## src/flux_limiter_factor_row_unit_defines.svh

```systemverilog
// ----------------------------------------------------------------------------
// Flux limiter row unit: shared assertion macros
// Implication checks clocked on the rising edge and disabled while in reset.
// ----------------------------------------------------------------------------
`ifndef FLUX_LIMITER_FACTOR_ROW_UNIT_DEFINES_SVH
`define FLUX_LIMITER_FACTOR_ROW_UNIT_DEFINES_SVH

// same-cycle implication
`define FLR_ASSERT_IMPL(label, clk, rst, ante, cons, msg) \
  label: assert property (@(posedge clk) disable iff (rst) (ante) |-> (cons)) \
    else $error(msg);

// next-cycle implication
`define FLR_ASSERT_NEXT(label, clk, rst, ante, cons, msg) \
  label: assert property (@(posedge clk) disable iff (rst) (ante) |=> (cons)) \
    else $error(msg);

`endif

```

## src/flr_pkg.sv

```systemverilog
// ----------------------------------------------------------------------------
// Flux limiter row unit package
// Entry, row record and result types, back end states and fixed constants.
// ----------------------------------------------------------------------------
package flr_pkg;

  localparam int unsigned SUM_W    = 40;
  localparam int unsigned NUM_W    = 63;
  localparam int unsigned FACTOR_W = 17;
  localparam int unsigned QUO_BITS = 16;
  localparam logic [FACTOR_W-1:0] FACTOR_ONE = 17'h10000;

  typedef struct packed {
    logic signed [31:0] u_row;
    logic        [30:0] mass_row;
    logic signed [31:0] u_neighbor;
    logic signed [31:0] flux;
    logic               on_diagonal;
    logic               row_last;
  } flr_in_t;

  typedef struct packed {
    logic signed [32:0]         lower_bound;
    logic        [31:0]         upper_bound;
    logic        [FACTOR_W-1:0] factor_negative;
    logic        [FACTOR_W-1:0] factor_positive;
  } flr_out_t;

  // one finished row, handed from the front to the back
  typedef struct packed {
    logic signed [32:0]      lower_bound;
    logic        [31:0]      upper_bound;
    logic        [30:0]      mass;
    logic signed [SUM_W-1:0] neg_sum;
    logic        [SUM_W-1:0] pos_sum;
  } flr_row_t;

  typedef enum logic [2:0] {
    BK_IDLE,
    BK_MULT,
    BK_CHECK,
    BK_DIV,
    BK_SEND
  } flr_back_state_t;

endpackage

```

## src/flr_row_queue.sv

```systemverilog
// ----------------------------------------------------------------------------
// Flux limiter row queue
// Small circular queue of finished row records between front and back.
// ----------------------------------------------------------------------------
module flr_row_queue
  import flr_pkg::*;
#(
  parameter int unsigned DEPTH = 4
)
(
  input  logic     clk,
  input  logic     rst,
  input  logic     wr,
  input  flr_row_t wr_data,
  output logic     full,
  input  logic     rd,
  output flr_row_t rd_data,
  output logic     empty
);

  localparam int unsigned PTR_W = $clog2(DEPTH);
  localparam int unsigned CNT_W = $clog2(DEPTH + 1);

  flr_row_t           slots [DEPTH];
  logic [PTR_W-1:0]   head, tail;
  logic [CNT_W-1:0]   count;
  logic               do_wr, do_rd;

  assign full    = (count == CNT_W'(DEPTH));
  assign empty   = (count == '0);
  assign do_wr   = wr && !full;
  assign do_rd   = rd && !empty;
  assign rd_data = slots[head];

  always_ff @(posedge clk) begin
    if (rst) begin
      head  <= '0;
      tail  <= '0;
      count <= '0;
    end else begin
      if (do_wr) begin
        tail <= (tail == PTR_W'(DEPTH - 1)) ? '0 : tail + 1'b1;
      end
      if (do_rd) begin
        head <= (head == PTR_W'(DEPTH - 1)) ? '0 : head + 1'b1;
      end
      if (do_wr && !do_rd) begin
        count <= count + 1'b1;
      end else if (do_rd && !do_wr) begin
        count <= count - 1'b1;
      end
    end
  end

  always_ff @(posedge clk) begin
    if (do_wr) begin
      slots[tail] <= wr_data;
    end
  end

endmodule

```

## config.mk

```make
export PLATFORM = sky130hd
export DESIGN_NAME = flr_row_queue
export DESIGN_NICKNAME = d
export VERILOG_FILES = /design/src/flux_limiter_factor_row_unit_defines.svh /design/src/flr_pkg.sv /design/src/flr_row_queue.sv
export SDC_FILE = /design/constraint.sdc
export NUM_CORES = 1
export LEC_CHECK = 0
export BUFFER_PORTS_ARGS = -buffer_cell sky130_fd_sc_hd__buf_2
export CAP_MARGIN = 25
export CORE_ASPECT_RATIO = 1.4
export CORE_MARGIN = 4
export CORE_UTILIZATION = 53
export DETAILED_ROUTE_END_ITERATION = 6
export PLACE_DENSITY = 0.74
export RECOVER_POWER = 50
export SLEW_MARGIN = 5
export SYNTH_ARGS = -nofsm -noshare
export SYNTH_HDL_FRONTEND = slang
export SYNTH_SLANG_ARGS = --single-unit
```

## constraint.sdc

```tcl
create_clock -name clk -period 8 [get_ports clk]
set_input_delay 0.8 -clock clk [delete_from_list [all_inputs] [get_ports clk]]
set_output_delay 0.8 -clock clk [all_outputs]
set_load 0.005 [all_outputs]
```

Word-level counts from Yosys, hierarchy flattened --
Memory sizes are Yosys's and may differ from the RTL's. A register that Yosys moved wholly into a read port is not among the register bits. Index checks and enable logic that the tools add are counted.
Storage, ports and cells: register bits after elaboration 7, RAM bits 704, memories 1
Cells by class: add/sub/neg operators 4, equality and inequality tests 3, muxes and demuxes 8, reduce and logical (&&, ||, !) cells 10
Memories:
- slots | depth 4, width 176, rd ports 1, clocked after Yosys merged registers in 1, wr ports 1, RTL line flr_row_queue.sv:24 | flr_row_t slots [DEPTH];
Operators with widths (count):
- $mux 2 | 4
- $mux 3 | 2
- $add 2x1->2 const B | 2
- $eq 2x2->1 const B | 2
- $logic_and 1x1->1 | 4
- $logic_not 1->1 | 4
- $add 3x1->3 const B | 1
- $eq 3x3->1 const B | 1
- $logic_not 3->1 | 1
- $sub 3x1->3 const B | 1
- $mux 1 | 2
- $reduce_bool 2->1 | 1

Longest topological paths before layout --
depth in word-level cells 7, mapped depth 10

Worst setup path before layout --
Ideal clock, no wire load.
path kind input to register, start in wr, end mem slots[3][0] (netlist bit) (enable), arrival 4878 ps, data required time 7442 ps, setup slack 2563 ps, stages 1, path through and3_1
On the way: cells in the longest elaborated chain, start to end 3
Ends and longest elaborated chain:
- from (decl) | RTL line flr_row_queue.sv:13 | input logic wr,
- $logic_and 1x1->1 | RTL line flr_row_queue.sv:31 | assign do_wr = wr && !full;
- $mux 1 | RTL line flr_row_queue.sv:56 | if (do_wr) begin
- $mux 1 (implied by the code) | RTL line flr_row_queue.sv:57 | slots[tail] <= wr_data;
- to (decl) | RTL line flr_row_queue.sv:24
Every way passes these cells.

Final worst setup path --
start reg count[0], end mem slots[0][94] (netlist bit) (enable)
On the way: cells in the longest elaborated chain, start to end 5
Ends and longest elaborated chain:
- from (decl) | RTL line flr_row_queue.sv:26 | logic [CNT_W-1:0] count;
- from (signal assigned) | RTL line flr_row_queue.sv:48 | count <= count + 1'b1;
- from (signal assigned) | RTL line flr_row_queue.sv:50 | count <= count - 1'b1;
- $eq 3x3->1 | RTL line flr_row_queue.sv:29 | assign full = (count == CNT_W'(DEPTH));
- $logic_not 1->1 | RTL line flr_row_queue.sv:31
- $logic_and 1x1->1 | RTL line flr_row_queue.sv:31
- $mux 1 | RTL line flr_row_queue.sv:56
- $mux 1 (implied by the code) | RTL line flr_row_queue.sv:57
Every way passes these cells.

==> flow_summary.yaml <==
cts:
  max-clock-path-buffers: 3
  clock_tree.htree_level_count: 3
  postCtsResizedCells: 0
  tritoncts: "yes"
  cts.hold.buffers_added: 0
  cts-buffers-inserted: 66
  worstSkewPairLatency_ns: 0.60
  clock_tree.root_cell: "clkbuf_16"
  postCtsSetupBuffers: 0
  cts.sinks: 713
  cts.clk_slew.worst_paths_ns: 0.06
worst_setup_path:
  crit_path_top_delay_cell: "and3_1"
  reg2reg_from: "count[0]$_SDFFE_PP0P_"
  worst_path_largest_cell_delay_ns: 2.12
  bufs_and_invs_on_worst_path: 1
  cp_cell_sequence: "or3b_1 -> and3_1 -> buf_4"
  cp.required_ns: 8.20
  worst_setup_path_end_kind: "flip-flop"
  crit_fanout: 67
  worstPathArrival_ns: 4.60
  r2r-end: "slots[0][94]$_DFFE_PP_"
  cpLargestDelayFamily: "simple AND/OR/NAND/NOR gates"
  r2r_cells: 3
  criticalPathCategory: "reg2reg"
  startpoint_type: "flip-flop"
  r2r_setup_slack_ns: 3.60
timing:
  worst_slew_pin_slew_ns: 2.83
  worst_clock_skew_ns: 0.0216
  max-slew-margin-rel_pct: -88.9
  setup_tns_ns: 0
  rsz0062_at_grt: "false"
  final_critical_path_setup_slack_ns: 3.60
  setup_viols_final: 0
  final_period_minus_worst_setup_slack_ns: 4.40
  max_clock_freq_mhz: 227
  post-route-period-util_pct: 55.0
  slew_viol_final: 130
  timing.final.hold_violations: 0
synth:
  synth_top_area_share_pct: 81.7
  avgSynthCellArea_um2: 26.7
  synth-edff-count: 704
  netlist_instances: 970
  ys.flop_type: "edfxtp_1"
  synthDistinctLibCells: 24
  synth_commonest_cells: "edfxtp_1, mux4_2, buf_2, buf_6, dfxtp_1"
  ys_seq_elements: 713
  asr_flop_ratio_synth_pct: 0
  synthesis.nets: 1157
  synth_top_cell_by_area: "edfxtp_1"
  synth_top_cells_by_area: "edfxtp_1, mux4_2, buf_6, dfxtp_1, buf_2"
  synthMostInstantiatedCell: "edfxtp_1"
  syn_area_um2: 25900
  count_of_synthesis_stage_warnings_from_yosys: 0
  register_area_share_after_synthesis_pct: 82.4
routing:
  average_vias_per_placed_instance: 5.61
  route.antenna.remaining_nets: 0
  router_iterations_before_antenna_repair: 4
  drt-total-wl_um: 49300
  route.vias.total: 11514
  drcViolationCount: 0
  first_iter_violations: 733
  detail_route.wl_per_cell_um: 24.0
die:
  std_cell_rows: 95
  die_width_um: 195
  floorplan.die.height_um: 269
  design.die.area_um2: 52500
  design.core.area_um2: 48100
  initial_utilization_pct: 53.8
  floorplan.io_pins: 358
layout:
  final_area_um2: 30200
  num-nets-final: 1555
  area_growth_pct: 16.6
  stdcell_count: 2052
  fill_cells: 3323
  fraction_of_final_layout_cells_sized_beyond_drive_strength_1_pct: 32.8
placement:
  dp.final_hpwl_um: 30300
  place.gp.congestion: 0.763
  detailed_place.area_um2: 28300
  dp.cells: 1929
  dp_worst_setup_slack_ns: 4.47
  numPortBuffers: 357
min_path:
  min_path_type: "in2reg"
  worst_hold_path.num_cells: 1
  timing.hold.worst_endpoint: "slots[2][50]$_DFFE_PP_"
  worstHoldStart: "wr_data[50]"
global_route:
  track_usage_pct: 18.9
  antenna_found_initial: 8
  grt_pass1_vias: 12512
  grt_start_max_net_pins: 91
  grt_first_pass_wirelength_um: 75500
  globalRouteOverflowTotal: 0
status:
  failed_checks: "max-capacitance violations, max-slew violations"
  outcome: "finished, violations left"
power_and_ir_drop:
  max-vdd-ir-drop_v: 0.000305
  post-layout-total-power_w: 0.00940
  power_per_cell_area_nw_per_um2: 312
  static_leakage_nw: 9.62
run:
  maxCapViolations: 3
==> cell type report <==
| cell class | count | area (um^2) | share of cell area, % |
|---|---|---|---|
| diodes | 6 | 15.0 | 0.0497 |
| clock buffers | 78 | 1720 | 5.69 |
| clock inverters | 38 | 372 | 1.23 |
| inverters | 5 | 18.8 | 0.0622 |
| multi-input cells | 210 | 4230 | 14.0 |
| flip-flops and latches | 713 | 21300 | 70.7 |
| well taps | 630 | 788 | 2.61 |
| repair buffers | 372 | 1710 | 5.67 |
==> report_power, final <==
group          switching [W]  internal (W)  total (W)
sequential          0.000137       0.00453    0.00466
clock                0.00127       0.00174    0.00301
combinational       0.000868      0.000863    0.00173
==> how the worst max path moves through the flow <==
stage | startpoint | to | slack, ns | cells after the start
floorplan | wr | slots[3][0]$_DFFE_PP_ | 2.56 | 1
global placement | flip-flop | rd_data[58] | 4.46 | 3
detailed placement | flip-flop | rd_data[58] | 4.47 | 3
CTS | flip-flop | rd_data[55] | 3.80 | 3
global route | count[0]$_SDFFE_PP0P_ | slots[0][121]$_DFFE_PP_ | 3.19 | 3
finish | count[0]$_SDFFE_PP0P_ | slots[0][94]$_DFFE_PP_ | 3.60 | 3
==> cells by family (layout without fill, tap and decap cells) <==
kind of cell / count (synthesis) / after routing / synth area share [%]
other cells: 0 / 6 / 0
simple gates: 16 / 16 / 0.329
xor+xnor: 2 / 2 / 0.0677
compound gates: 7 / 7 / 0.174
mux: 178 / 178 / 15.4
fa+ha+maj: 7 / 7 / 0.367
buf+inv: 47 / 493 / 1.29
flops: 713 / 713 / 82.4
==> sequential cells by signal, summed over array words and instances (netlist names), named ones only <==
name   count
head       2
count      3
slots    704
tail       2
==> cell usage in the layout (no fill, tap or decap), types with 3 or more instances in the layout <==
| master | instances |
|---|---|
| diode_2 | 6 |
| clkinvlp_4 | 3 |
| clkbuf_1 | 187 |
| edfxtp_1 | 704 |
| bufinv_16 | 6 |
| buf_4 | 13 |
| mux4_2 | 176 |
| a21oi_1 | 3 |
| clkinv_1 | 16 |
| inv_6 | 4 |
| and3_1 | 3 |
| inv_1 | 5 |
| ha_1 | 6 |
| clkbuf_16 | 67 |
| nor2_1 | 4 |
| clkinv_2 | 6 |
| dfxtp_1 | 7 |
| buf_2 | 181 |
==> worst register-to-register path: cells and delay by family (launching register included) <==
family	cells	cell delay [ns]
buffers and inverters	1	1.08
flip-flops	1	0.44
AND/OR/NAND/NOR	2	2.39
==> metal layers <==
layer | GRT usage, % | up-vias | wire length [um]
met3 | 4.85 | 81 | 3470
met4 | 8.62 | 4 | 1710
li1 | - | 5015 | -
met5 | 0 | - | 35
met2 | 31.5 | 371 | 26100
met1 | 23.5 | 6043 | 18000
==> per-stage QoR <==
stage,util (%),hold WS (ns)
2_1_floorplan,-,0.463
3_3_place_gp,58.8,0.484
3_5_place_dp,58.8,0.514
4_1_cts,63.1,0.360
5_1_grt,62.7,0.442
6_report,62.7,0.454
(Power assumes the default switching activity.)
